==> config.mk <==
export PLATFORM = sky130hd
export DESIGN_NAME = least_squares_line_fit
export DESIGN_NICKNAME = d
export VERILOG_FILES = /design/src/lslf_pkg.sv /design/src/least_squares_line_fit.sv /design/src/lslf_front.sv /design/src/lslf_fifo.sv /design/src/lslf_mul.sv /design/src/lslf_div.sv /design/src/lslf_back.sv
export SDC_FILE = /design/constraint.sdc
export NUM_CORES = 2
export LEC_CHECK = 0
export BUFFER_PORTS_ARGS = -buffer_cell sky130_fd_sc_hd__buf_2
export CAP_MARGIN = 40
export CORE_MARGIN = 4
export CORE_UTILIZATION = 35
export DETAILED_ROUTE_END_ITERATION = 12
export PLACE_DENSITY = 0.51
export RECOVER_POWER = 25
export SLEW_MARGIN = 10
export SYNTH_ARGS = -nofsm -noshare
export SYNTH_HDL_FRONTEND = slang
export SYNTH_SLANG_ARGS = --single-unit
==> constraint.sdc <==
create_clock -name clk -period 8.7 [get_ports clk]
set_input_delay 1.305 -clock clk [delete_from_list [all_inputs] [get_ports clk]]
set_output_delay 1.305 -clock clk [all_outputs]
set_load 0.005 [all_outputs]
==> src/lslf_pkg.sv <==
// Shared constants, widths and types of the least-squares line fit.
package lslf_pkg;

  localparam int MAX_POINTS    = 4096;
  localparam int FRACTION_BITS = 16;

  localparam int X_W    = 16;
  localparam int CNT_W  = $clog2(MAX_POINTS + 1);
  localparam int SX_W   = X_W + CNT_W;
  localparam int SQ_W   = 2 * X_W + CNT_W;
  localparam int OUT_W  = 48;
  localparam int STAT_W = 2;
  localparam int USED_W = 13;

  // Sequential multiplier: magnitude operands, one bit of b per cycle.
  localparam int MA_W      = SQ_W;
  localparam int MB_W      = SX_W;
  localparam int PR_W      = MA_W + MB_W;
  localparam int SP_W      = PR_W + 1;
  localparam int DF_W      = PR_W + 2;
  localparam int MUL_CNT_W = $clog2(MB_W + 1);

  // Restoring divider: one quotient bit per cycle.
  localparam int DEN_W     = DF_W;
  localparam int DVD_W     = DF_W + FRACTION_BITS;
  localparam int DIV_CNT_W = $clog2(DVD_W + 1);

  localparam logic [OUT_W-1:0] SAT_POS_MAG = {1'b0, {(OUT_W-1){1'b1}}};
  localparam logic [OUT_W-1:0] SAT_NEG_MAG = {1'b1, {(OUT_W-1){1'b0}}};

  localparam int Q_DEPTH = 2;
  localparam int Q_PTR_W = $clog2(Q_DEPTH);
  localparam int Q_CNT_W = $clog2(Q_DEPTH + 1);

  typedef enum logic [STAT_W-1:0] {
    FIT_OK         = 2'd0,
    FIT_DEGENERATE = 2'd1,
    FIT_DROPPED    = 2'd2
  } fit_status_t;

  // Totals of one finished set of pairs.
  typedef struct packed {
    logic [CNT_W-1:0]        count;
    logic signed [SX_W-1:0]  sx;
    logic signed [SX_W-1:0]  sy;
    logic signed [SQ_W-1:0]  sxx;
    logic signed [SQ_W-1:0]  sxy;
    logic                    dropped;
  } sums_t;

  typedef struct packed {
    logic full;
    logic empty;
  } q_stat_t;

endpackage

==> src/least_squares_line_fit.sv <==
// Least-squares straight-line fit over a stream of signed (x, y) sample words.
// Pairs are taken at one word per cycle and summed; the word marked last closes
// the set and one result word follows with slope and intercept in signed fixed
// point with 16 fraction bits, truncated toward zero and saturated to 48 bits.
// The fit of a set runs on a shared shift-and-add multiplier (one bit per
// cycle, six products) and a restoring divider (one quotient bit per cycle,
// two divisions, skipped when the denominator is zero). Input keeps flowing
// meanwhile; a two-entry queue holds finished sets, and the input is stalled
// only while both entries are occupied. Pairs past 4096 in one set are dropped
// and reported in the status field.
module least_squares_line_fit (
  input  logic                                clk,
  input  logic                                rst_n,
  input  logic                                in_valid,
  output logic                                in_stall,
  input  logic signed [lslf_pkg::X_W-1:0]     in_x_value,
  input  logic signed [lslf_pkg::X_W-1:0]     in_y_value,
  input  logic                                in_last_point,
  output logic                                out_valid,
  input  logic                                out_stall,
  output logic signed [lslf_pkg::OUT_W-1:0]   out_slope,
  output logic signed [lslf_pkg::OUT_W-1:0]   out_intercept,
  output logic [lslf_pkg::STAT_W-1:0]         out_fit_status,
  output logic [lslf_pkg::USED_W-1:0]         out_points_used
);
  import lslf_pkg::*;

  q_stat_t q_stat;
  sums_t   push_data;
  sums_t   q_head;
  logic    push;
  logic    q_pop;

  lslf_front u_front (
    .clk           (clk),
    .rst_n         (rst_n),
    .in_valid      (in_valid),
    .in_stall      (in_stall),
    .in_x_value    (in_x_value),
    .in_y_value    (in_y_value),
    .in_last_point (in_last_point),
    .q_stat        (q_stat),
    .push          (push),
    .push_data     (push_data)
  );

  lslf_fifo u_fifo (
    .clk       (clk),
    .rst_n     (rst_n),
    .push      (push),
    .push_data (push_data),
    .pop       (q_pop),
    .head      (q_head),
    .q_stat    (q_stat)
  );

  lslf_back u_back (
    .clk             (clk),
    .rst_n           (rst_n),
    .q_stat          (q_stat),
    .q_head          (q_head),
    .q_pop           (q_pop),
    .out_valid       (out_valid),
    .out_stall       (out_stall),
    .out_slope       (out_slope),
    .out_intercept   (out_intercept),
    .out_fit_status  (out_fit_status),
    .out_points_used (out_points_used)
  );

endmodule

==> src/lslf_front.sv <==
// Front end: takes sample pairs and keeps the running count and sums.
module lslf_front (
  input  logic                              clk,
  input  logic                              rst_n,
  input  logic                              in_valid,
  output logic                              in_stall,
  input  logic signed [lslf_pkg::X_W-1:0]   in_x_value,
  input  logic signed [lslf_pkg::X_W-1:0]   in_y_value,
  input  logic                              in_last_point,
  input  lslf_pkg::q_stat_t                 q_stat,
  output logic                              push,
  output lslf_pkg::sums_t                   push_data
);
  import lslf_pkg::*;

  sums_t                    acc_r;
  sums_t                    acc_nxt;
  logic signed [2*X_W-1:0]  xx;
  logic signed [2*X_W-1:0]  xy;
  logic                     accept;

  assign xx       = in_x_value * in_x_value;
  assign xy       = in_x_value * in_y_value;
  assign in_stall = q_stat.full;
  assign accept   = in_valid && !q_stat.full;

  always_comb begin
    acc_nxt = acc_r;
    if (acc_r.count < CNT_W'(MAX_POINTS)) begin
      acc_nxt.count = acc_r.count + CNT_W'(1);
      acc_nxt.sx    = acc_r.sx + SX_W'(in_x_value);
      acc_nxt.sy    = acc_r.sy + SX_W'(in_y_value);
      acc_nxt.sxx   = acc_r.sxx + SQ_W'(xx);
      acc_nxt.sxy   = acc_r.sxy + SQ_W'(xy);
    end else begin
      acc_nxt.dropped = 1'b1;
    end
  end

  // The closing pair goes out with its own contribution already added.
  assign push      = accept && in_last_point;
  assign push_data = acc_nxt;

  always_ff @(posedge clk) begin
    if (!rst_n) begin
      acc_r <= '0;
    end else if (accept) begin
      acc_r <= in_last_point ? sums_t'('0) : acc_nxt;
    end
  end

endmodule

==> src/lslf_fifo.sv <==
// Short queue of finished sets between the front end and the fit engine.
module lslf_fifo (
  input  logic               clk,
  input  logic               rst_n,
  input  logic               push,
  input  lslf_pkg::sums_t    push_data,
  input  logic               pop,
  output lslf_pkg::sums_t    head,
  output lslf_pkg::q_stat_t  q_stat
);
  import lslf_pkg::*;

  sums_t               mem_r [Q_DEPTH];
  logic [Q_PTR_W-1:0]  wr_ptr_r;
  logic [Q_PTR_W-1:0]  rd_ptr_r;
  logic [Q_CNT_W-1:0]  cnt_r;

  function automatic logic [Q_PTR_W-1:0] ptr_inc(input logic [Q_PTR_W-1:0] p);
    return (p == Q_PTR_W'(Q_DEPTH - 1)) ? '0 : p + Q_PTR_W'(1);
  endfunction

  assign head         = mem_r[rd_ptr_r];
  assign q_stat.full  = (cnt_r == Q_CNT_W'(Q_DEPTH));
  assign q_stat.empty = (cnt_r == '0);

  always_ff @(posedge clk) begin
    if (!rst_n) begin
      wr_ptr_r <= '0;
      rd_ptr_r <= '0;
      cnt_r    <= '0;
    end else begin
      if (push) begin
        wr_ptr_r <= ptr_inc(wr_ptr_r);
      end
      if (pop) begin
        rd_ptr_r <= ptr_inc(rd_ptr_r);
      end
      if (push && !pop) begin
        cnt_r <= cnt_r + Q_CNT_W'(1);
      end else if (pop && !push) begin
        cnt_r <= cnt_r - Q_CNT_W'(1);
      end
    end
  end

  always_ff @(posedge clk) begin
    if (push) begin
      mem_r[wr_ptr_r] <= push_data;
    end
  end

endmodule

==> src/lslf_mul.sv <==
// Shift-and-add multiplier on magnitudes, one multiplier bit per cycle.
module lslf_mul (
  input  logic                               clk,
  input  logic                               rst_n,
  input  logic                               start,
  input  logic [lslf_pkg::MA_W-1:0]          a_mag,
  input  logic [lslf_pkg::MB_W-1:0]          b_mag,
  input  logic                               neg,
  output logic                               done,
  output logic signed [lslf_pkg::SP_W-1:0]   product
);
  import lslf_pkg::*;

  logic                   busy_r;
  logic                   fix_r;
  logic                   done_r;
  logic [MUL_CNT_W-1:0]   cnt_r;
  logic [PR_W-1:0]        acc_r;
  logic [PR_W-1:0]        ash_r;
  logic [MB_W-1:0]        b_r;
  logic                   neg_r;
  logic signed [SP_W-1:0] prod_r;
  logic signed [SP_W-1:0] acc_s;

  assign acc_s   = $signed({1'b0, acc_r});
  assign done    = done_r;
  assign product = prod_r;

  always_ff @(posedge clk) begin
    if (!rst_n) begin
      busy_r <= 1'b0;
      fix_r  <= 1'b0;
      done_r <= 1'b0;
      cnt_r  <= '0;
    end else begin
      done_r <= 1'b0;
      if (start) begin
        busy_r <= 1'b1;
        cnt_r  <= '0;
      end else if (busy_r) begin
        cnt_r <= cnt_r + MUL_CNT_W'(1);
        if (cnt_r == MUL_CNT_W'(MB_W - 1)) begin
          busy_r <= 1'b0;
          fix_r  <= 1'b1;
        end
      end else if (fix_r) begin
        fix_r  <= 1'b0;
        done_r <= 1'b1;
      end
    end
  end

  always_ff @(posedge clk) begin
    if (start) begin
      acc_r <= '0;
      ash_r <= PR_W'(a_mag);
      b_r   <= b_mag;
      neg_r <= neg;
    end else if (busy_r) begin
      if (b_r[0]) begin
        acc_r <= acc_r + ash_r;
      end
      ash_r <= ash_r << 1;
      b_r   <= b_r >> 1;
    end else if (fix_r) begin
      prod_r <= neg_r ? -acc_s : acc_s;
    end
  end

endmodule

==> src/lslf_div.sv <==
// Restoring divider with truncation toward zero and 48-bit saturation.
module lslf_div (
  input  logic                                clk,
  input  logic                                rst_n,
  input  logic                                start,
  input  logic [lslf_pkg::DVD_W-1:0]          dividend,
  input  logic [lslf_pkg::DEN_W-1:0]          divisor,
  input  logic                                neg,
  output logic                                done,
  output logic signed [lslf_pkg::OUT_W-1:0]   quotient
);
  import lslf_pkg::*;

  logic                    busy_r;
  logic                    fix_r;
  logic                    done_r;
  logic [DIV_CNT_W-1:0]    cnt_r;
  logic [DEN_W-1:0]        rem_r;
  logic [DVD_W-1:0]        q_r;
  logic [DEN_W-1:0]        den_r;
  logic                    neg_r;
  logic signed [OUT_W-1:0] quo_r;
  logic [DEN_W:0]          trial;
  logic [DEN_W:0]          trial_sub;
  logic                    ge;
  logic [OUT_W-1:0]        lim;
  logic [OUT_W-1:0]        mag;

  // The remainder stays below the divisor, so the trial fits one extra bit.
  assign trial     = {rem_r, q_r[DVD_W-1]};
  assign trial_sub = trial - {1'b0, den_r};
  assign ge        = (trial >= {1'b0, den_r});

  assign lim = neg_r ? SAT_NEG_MAG : SAT_POS_MAG;
  assign mag = (q_r > DVD_W'(lim)) ? lim : q_r[OUT_W-1:0];

  assign done     = done_r;
  assign quotient = quo_r;

  always_ff @(posedge clk) begin
    if (!rst_n) begin
      busy_r <= 1'b0;
      fix_r  <= 1'b0;
      done_r <= 1'b0;
      cnt_r  <= '0;
    end else begin
      done_r <= 1'b0;
      if (start) begin
        busy_r <= 1'b1;
        cnt_r  <= '0;
      end else if (busy_r) begin
        cnt_r <= cnt_r + DIV_CNT_W'(1);
        if (cnt_r == DIV_CNT_W'(DVD_W - 1)) begin
          busy_r <= 1'b0;
          fix_r  <= 1'b1;
        end
      end else if (fix_r) begin
        fix_r  <= 1'b0;
        done_r <= 1'b1;
      end
    end
  end

  always_ff @(posedge clk) begin
    if (start) begin
      rem_r <= '0;
      q_r   <= dividend;
      den_r <= divisor;
      neg_r <= neg;
    end else if (busy_r) begin
      rem_r <= ge ? trial_sub[DEN_W-1:0] : trial[DEN_W-1:0];
      q_r   <= {q_r[DVD_W-2:0], ge};
    end else if (fix_r) begin
      quo_r <= neg_r ? $signed(-mag) : $signed(mag);
    end
  end

endmodule

==> src/lslf_back.sv <==
// Fit engine: forms the denominator and the two numerators and divides them.
module lslf_back (
  input  logic                                clk,
  input  logic                                rst_n,
  input  lslf_pkg::q_stat_t                   q_stat,
  input  lslf_pkg::sums_t                     q_head,
  output logic                                q_pop,
  output logic                                out_valid,
  input  logic                                out_stall,
  output logic signed [lslf_pkg::OUT_W-1:0]   out_slope,
  output logic signed [lslf_pkg::OUT_W-1:0]   out_intercept,
  output logic [lslf_pkg::STAT_W-1:0]         out_fit_status,
  output logic [lslf_pkg::USED_W-1:0]         out_points_used
);
  import lslf_pkg::*;

  typedef enum logic [2:0] {
    S_IDLE,
    S_MUL_GO,
    S_MUL_WAIT,
    S_DIV_GO,
    S_DIV_WAIT,
    S_DONE
  } state_t;

  // Products in the order they are formed; each odd one closes a difference.
  typedef enum logic [2:0] {
    P_N_SXX,
    P_SX_SX,
    P_N_SXY,
    P_SX_SY,
    P_SXX_SY,
    P_SX_SXY
  } prod_t;

  state_t                  state_r;
  prod_t                   sel_r;
  logic                    div_icpt_r;
  sums_t                   s_r;
  logic signed [SP_W-1:0]  ph_r;
  logic signed [DF_W-1:0]  den_r;
  logic signed [DF_W-1:0]  ns_r;
  logic signed [DF_W-1:0]  ni_r;
  logic signed [OUT_W-1:0] slope_r;
  logic signed [OUT_W-1:0] icpt_r;
  fit_status_t             status_r;
  logic                    out_valid_r;
  logic signed [OUT_W-1:0] out_slope_r;
  logic signed [OUT_W-1:0] out_icpt_r;
  fit_status_t             out_status_r;
  logic [USED_W-1:0]       out_used_r;

  logic signed [SX_W-1:0]  n_s;
  logic signed [SQ_W-1:0]  a_s;
  logic signed [SX_W-1:0]  b_s;
  logic [MA_W-1:0]         a_mag;
  logic [MB_W-1:0]         b_mag;
  logic                    mul_start;
  logic                    mul_done;
  logic signed [SP_W-1:0]  mul_product;
  logic signed [DF_W-1:0]  diff;

  logic signed [DF_W-1:0]  num;
  logic [DF_W-1:0]         num_mag;
  logic                    den_zero;
  logic                    div_start;
  logic                    div_done;
  logic signed [OUT_W-1:0] div_quotient;

  assign n_s = $signed(SX_W'(s_r.count));

  always_comb begin
    a_s = '0;
    b_s = '0;
    unique case (sel_r)
      P_N_SXX: begin
        a_s = s_r.sxx;
        b_s = n_s;
      end
      P_SX_SX: begin
        a_s = SQ_W'(s_r.sx);
        b_s = s_r.sx;
      end
      P_N_SXY: begin
        a_s = s_r.sxy;
        b_s = n_s;
      end
      P_SX_SY: begin
        a_s = SQ_W'(s_r.sx);
        b_s = s_r.sy;
      end
      P_SXX_SY: begin
        a_s = s_r.sxx;
        b_s = s_r.sy;
      end
      P_SX_SXY: begin
        a_s = s_r.sxy;
        b_s = s_r.sx;
      end
      default: begin
        a_s = '0;
        b_s = '0;
      end
    endcase
  end

  assign a_mag     = a_s[SQ_W-1] ? MA_W'(-a_s) : MA_W'(a_s);
  assign b_mag     = b_s[SX_W-1] ? MB_W'(-b_s) : MB_W'(b_s);
  assign mul_start = (state_r == S_MUL_GO);
  assign diff      = DF_W'(ph_r) - DF_W'(mul_product);

  lslf_mul u_mul (
    .clk     (clk),
    .rst_n   (rst_n),
    .start   (mul_start),
    .a_mag   (a_mag),
    .b_mag   (b_mag),
    .neg     (a_s[SQ_W-1] ^ b_s[SX_W-1]),
    .done    (mul_done),
    .product (mul_product)
  );

  assign num       = div_icpt_r ? ni_r : ns_r;
  assign num_mag   = num[DF_W-1] ? DF_W'(-num) : DF_W'(num);
  assign den_zero  = (den_r == '0);
  assign div_start = (state_r == S_DIV_GO) && !den_zero;

  lslf_div u_div (
    .clk      (clk),
    .rst_n    (rst_n),
    .start    (div_start),
    .dividend (DVD_W'(num_mag) << FRACTION_BITS),
    .divisor  (DEN_W'($unsigned(den_r))),
    .neg      (num[DF_W-1]),
    .done     (div_done),
    .quotient (div_quotient)
  );

  assign q_pop = (state_r == S_IDLE) && !q_stat.empty;

  always_ff @(posedge clk) begin
    if (!rst_n) begin
      state_r     <= S_IDLE;
      out_valid_r <= 1'b0;
    end else begin
      // In S_DONE the valid flag is handled by the state itself.
      if (out_valid_r && !out_stall && state_r != S_DONE) begin
        out_valid_r <= 1'b0;
      end
      unique case (state_r)
        S_IDLE: begin
          if (!q_stat.empty) begin
            s_r        <= q_head;
            sel_r      <= P_N_SXX;
            div_icpt_r <= 1'b0;
            state_r    <= S_MUL_GO;
          end
        end
        S_MUL_GO: begin
          state_r <= S_MUL_WAIT;
        end
        S_MUL_WAIT: begin
          if (mul_done) begin
            unique case (sel_r)
              P_SX_SX:  den_r <= diff;
              P_SX_SY:  ns_r  <= diff;
              P_SX_SXY: ni_r  <= diff;
              default:  ph_r  <= mul_product;
            endcase
            if (sel_r == P_SX_SXY) begin
              state_r <= S_DIV_GO;
            end else begin
              sel_r   <= prod_t'(sel_r + 3'd1);
              state_r <= S_MUL_GO;
            end
          end
        end
        S_DIV_GO: begin
          // A zero denominator means all x were equal or only one pair came in.
          if (den_zero) begin
            slope_r  <= '0;
            icpt_r   <= '0;
            status_r <= FIT_DEGENERATE;
            state_r  <= S_DONE;
          end else begin
            status_r <= s_r.dropped ? FIT_DROPPED : FIT_OK;
            state_r  <= S_DIV_WAIT;
          end
        end
        S_DIV_WAIT: begin
          if (div_done) begin
            if (!div_icpt_r) begin
              slope_r    <= div_quotient;
              div_icpt_r <= 1'b1;
              state_r    <= S_DIV_GO;
            end else begin
              icpt_r  <= div_quotient;
              state_r <= S_DONE;
            end
          end
        end
        S_DONE: begin
          if (!out_valid_r || !out_stall) begin
            out_valid_r  <= 1'b1;
            out_slope_r  <= slope_r;
            out_icpt_r   <= icpt_r;
            out_status_r <= status_r;
            out_used_r   <= USED_W'(s_r.count);
            state_r      <= S_IDLE;
          end
        end
        default: begin
          state_r <= S_IDLE;
        end
      endcase
    end
  end

  assign out_valid       = out_valid_r;
  assign out_slope       = out_slope_r;
  assign out_intercept   = out_icpt_r;
  assign out_fit_status  = out_status_r;
  assign out_points_used = out_used_r;

endmodule

# Word-level counts from Yosys, hierarchy flattened
# Memories as Yosys holds them, arrays and structs flattened. A register that Yosys moved wholly into a read port is not among the register bits.
# Index checks and enable logic that the tools add are counted.
# word_totals
inputBits,37
ff_bits,1250
wordCells,221
latch_bits,0
ram_bits,324
rom_bits,0
n_memories,1
# classes
bitwise,8
addsub,20
shifts,0
n_div,0
n_lt_le_gt_ge,3
muxes,64
n_mul,2
n_reduce_logical,54
n_eq_ne,24
# memory_table
name,words,word_bits,rd,rd_ports_with_merged_regs,write_ports,line,text
u_fifo.mem_r,2,162,1,1,1,lslf_fifo.sv:13,sums_t mem_r [Q_DEPTH];
# op_table
op,count
48-bit 2-to-1 mux,8
76-bit 2-to-1 mux,3
48-bit one-hot mux with 2 select lines,2
92-bit 2-to-1 mux,2
162-bit 2-to-1 mux,1
161-bit 2-to-1 mux,1
45-bit 2-to-1 mux,3
45-bit one-hot mux with 3 select lines,1
92-bit by 48-bit > comparator with 1-bit output,1
45-bit by 32-bit adder with 45-bit output,2
29-bit 2-to-1 mux,3
29-bit one-hot mux with 3 select lines,1
77-bit by 76-bit greater-or-equal comparator with 1-bit output,1
76-bit zero test,1
76-bit negation,1
75-bit by 75-bit subtractor with 76-bit output,1
76-bit subtractor,1
74-bit negation with 75-bit output,1
74-bit adder,1
74-bit 2-to-1 mux,1
16-bit by 16-bit multiplier with 32-bit output,2
29-bit by 16-bit adder with 29-bit output,2
48-bit negation,1
45-bit negation,1
other kinds (38),133

# Depth between registers and ports, before layout
# logic_depth
depth_word,8
ltp_mapped,31
ltp_nobuf,29

# By module
# A second synthesis with hierarchy kept.
# unflattened
cells_unflattened,10800
hier_area_um2,114860.2
# by_module_without_submodules
module,seq_area_each_um2,area_each_um2,n_inst,cells_each
lslf_front,3243.1,35409.0,1,4076
lslf_back,20439.6,33125.5,1,2690
lslf_div,8237.9,18935.7,1,1943
lslf_mul,6726.5,15167.0,1,1565
lslf_fifo,9829.4,12223.0,1,526

# Least setup slack after synthesis
# OpenSTA, ideal clock, no wires.
# synth_path
path_type,input to register
startpoint,in rst_n
endpoint,"reg u_back.s_r, in the netlist u_back.n_s[0], enable pin"
path_slack_ns,-0.763
required_ns,8.015
arrival_ns,8.778
cell_stages,5
path_buffers,3
setup_time_ns,0.685
path_cell_list,clkbuf_1 -> inv_2 -> clkbuf_1 -> clkbuf_1 -> nor2_1
# synth_between
elab_chain_len,1
# synth_lines
item,line,text
from (decl),least_squares_line_fit.sv:13,"input logic rst_n,"
3-bit AND reduction (no source line),-,
to (signal assigned),lslf_back.sv:153,s_r <= q_head;
to (decl),lslf_back.sv:39,sums_t s_r;
# Every way passes these cells.
# A chain may end at the register's enable or synchronous reset.

==> results.toml <==
[timing]
worst_pin_slew_ns = 3.68
fin_skew_ns = 0.0666
fin_crit_sh = 0.939
rsz0062_at_grt = "false"
fin_crit_ns = 8.17
fin_ws_ns = 0.533
final_hold_viol_count = 0
maxSlewHeadroom = -1.45
setup_viol = 0
slew_viol_final = 741
hold_slack_ns = 0.403
clock.fmax_mhz = 122

[placed_design]
dp_slack_ns = -0.587
portBuffers = 149
dpl.hpwl_um = 233000
finalWeightedCongestion = 0.885

[logic_synthesis]
netlist_instances = 10600
synth_nets = 11900
yosysWarnings = 0
synth_top_area_frac = 0.366
synth_edf_count = 1353
synth_area_leaders = "edfxtp_1 37%, fa_1 12%, dfxtp_1 6.9%, ha_1 6.8%, inv_1 3.8%"
syn_avg_cell_area_um2 = 10.5
synth_common_cells = "1353 x edfxtp_1, 1127 x inv_1, 926 x nand2_1, 743 x a21oi_1, 692 x o21ai_0"
syn_area_um2 = 111000
synth_cell_type_count = 85
synthFlopType = "edfxtp_1"
synth_seq_cells = 1736
yosysMostFrequentCell = "edfxtp_1"
ys_seq_area_frac = 0.435
synthArstFlopShare = 0
yosysTopAreaCell = "edfxtp_1"

[clock_tree]
cts.path.max_buffers = 4
path_clk_slew_ns = 0.06
cts_buffers = 198
root_buffer = "clkbuf_16"
post_cts_buffers = 0
clk_latency_ns = 0.89
tritoncts = "built"
numClockSinks = 1736
htree_num_levels = 4

[grt]
grt_pass1_vias = 79900
antenna_found_initial = 17
grt_usage = 0.184
grt_max_degree = 178
grt_pass1_wl_um = 473000
overflow = 0

[routing]
totalWireLength_um = 304000
drt_iter0_markers = 4803
dr.pass1.iters = 6
vias_per_cell = 5.13
antenna_left = 0
avgRoutedWirePerCell_um = 20.0
num_vias = 78000
drcViolationCount = 0

[cells_and_area]
fin_nets = 12200
fin_util = 0.397
areaGrowthSynthToFinish_pct = 12.9
fillCellCount = 30700
multi_input_area_um2 = 56900
final_layout_size_suffix_gt1_frac = 0.101
seqCellArea_um2 = 48300

[floorplan]
rows = 206
io_pins = 150
dieArea_um2 = 326000
die_width_um = 571
core_um2 = 315000
start_util = 0.352
die_h_um = 571

[hold_path]
hold_class = "register to register"
min_from = "u_back.icpt_r[29]$_DFFE_PP_"

[critical_path]
arrival_ns = 8.70
startpoint_type = "primary input"
cp_max_fo = 7
endpoint_kind = "register"
crit_path_frequent_cell = "fa_1"
slowest_stage = "or4b_2"
critPathRequiredTime_ns = 9.23
crit_type = "primary input to register"
cp-startpoint = "in_x_value[3]"
reg2reg_from = "u_front.acc_r[49]$_SDFFE_PN0P_"
cp_slowest_stage_delay_ns = 0.67

[job]
cap_viol_max_count = 14

[run_status]
violations = "capacitance limit, slew limit"
status = "complete, but fails checks"
## flip-flops by register name, summed over array words and instances, names as in the netlist, 13 cells and up
name and cells:
u_back.n_s 13, u_back.slope_r 48, u_back.u_div.quotient 48, u_back.u_div.q_r 92, u_back.u_mul.b_r 29, u_back.ni_r 76
u_back.u_mul.product 75, u_fifo.mem_r 324, u_back.s_r 149, u_back.den_r 76, u_back.ph_r 75, u_back.out_points_used 13
u_back.out_intercept 48, u_back.icpt_r 48, u_back.u_div.den_r 76, u_back.u_mul.acc_r 74, u_back.u_div.rem_r 76, u_front.acc_r 162
u_back.out_slope 48, u_back.ns_r 76, u_back.u_mul.ash_r 74
## routing by layer
layer	vias to the layer above	wire length, µm	global-route usage
li1	37400	-	-
met2	1497	151000	0.326
met1	38600	133000	0.238
met5	-	47	0
met4	6	8760	0.0494
met3	408	11900	0.0201
## logic make-up after synthesis
kind of cell | synth area share
DFF | 0.435
adders and majority gates | 0.189
buffers and inverters | 0.0544
and+or+nand+nor | 0.115
xor gates and xnor gates | 0.0469
muxes | 0.0301
AOI/OAI and AO/OA | 0.130
## cell type report
type	instances	share of cell area
diodes	4	0.0000798
clock buffers	251	0.0430
well taps	4160	0.0415
clock inverters	116	0.0111
repair buffers	548	0.0311
flip-flops and latches	1736	0.385
inverters	1134	0.0340
multi-input cells	7237	0.454
## repair_timing
| action | in CTS | in global routing |
|---|---|---|
| gates resized for setup | 0 | 1 |
| hold buffers | 0 | 0 |
| endpoints found under the setup margin | 0 | 2 |
## worst paths after layout
| path | to | slack [ns] | cells past startpoint |
|---|---|---|---|
| max reg2reg | u_fifo.mem_r[1][75]$_DFFE_PP_ | 2.01 | 24 |
| min reg2reg | u_back.out_intercept[29]$_DFFE_PP_ | 0.40 | 0 |
| max | u_fifo.mem_r[0][88]$_DFFE_PP_ | 0.53 | 31 |
| min | u_back.out_intercept[29]$_DFFE_PP_ | 0.40 | 0 |
## worst max-delay path: cells and delay by family
kind	cells	cell delay, ns
xor gates and xnor gates	1	0.23
AOI/OAI and AO/OA	9	1.41
and+or+nand+nor	4	1.22
buffers and inverters	10	1.17
adders and majority gates	7	3.34
## stage by stage
| step | setup TNS (ns) | cells | instance area (µm²) |
|---|---|---|---|
| CTS | 0 | 15200 | 125000 |
| global route | 0 | 15200 | 125000 |
| global placement | -3.45 | 14800 | 118000 |
| floorplan | 0 | 10600 | 111000 |
| detailed placement | -4.01 | 14800 | 119000 |
| finish | 0 | 15200 | 125000 |
## placed cells by master (no fill, tap or decap), drive strengths merged, types with 117 or more instances in the layout
cell and count:
edfxtp 1353, inv 1143, nand2 926, a21oi 743
o21ai 698, fa 671, nor2 647, ha 606
buf 526, dfxtp 383, xnor2 358, clkbuf 272
and2 260, a21o 250, xor2 237, nand3 188
mux2 188, mux2i 123, a22oi 117
Power is not shown: default switching activity piles up to over one toggle a cycle in this logic, so the estimate is an artifact.
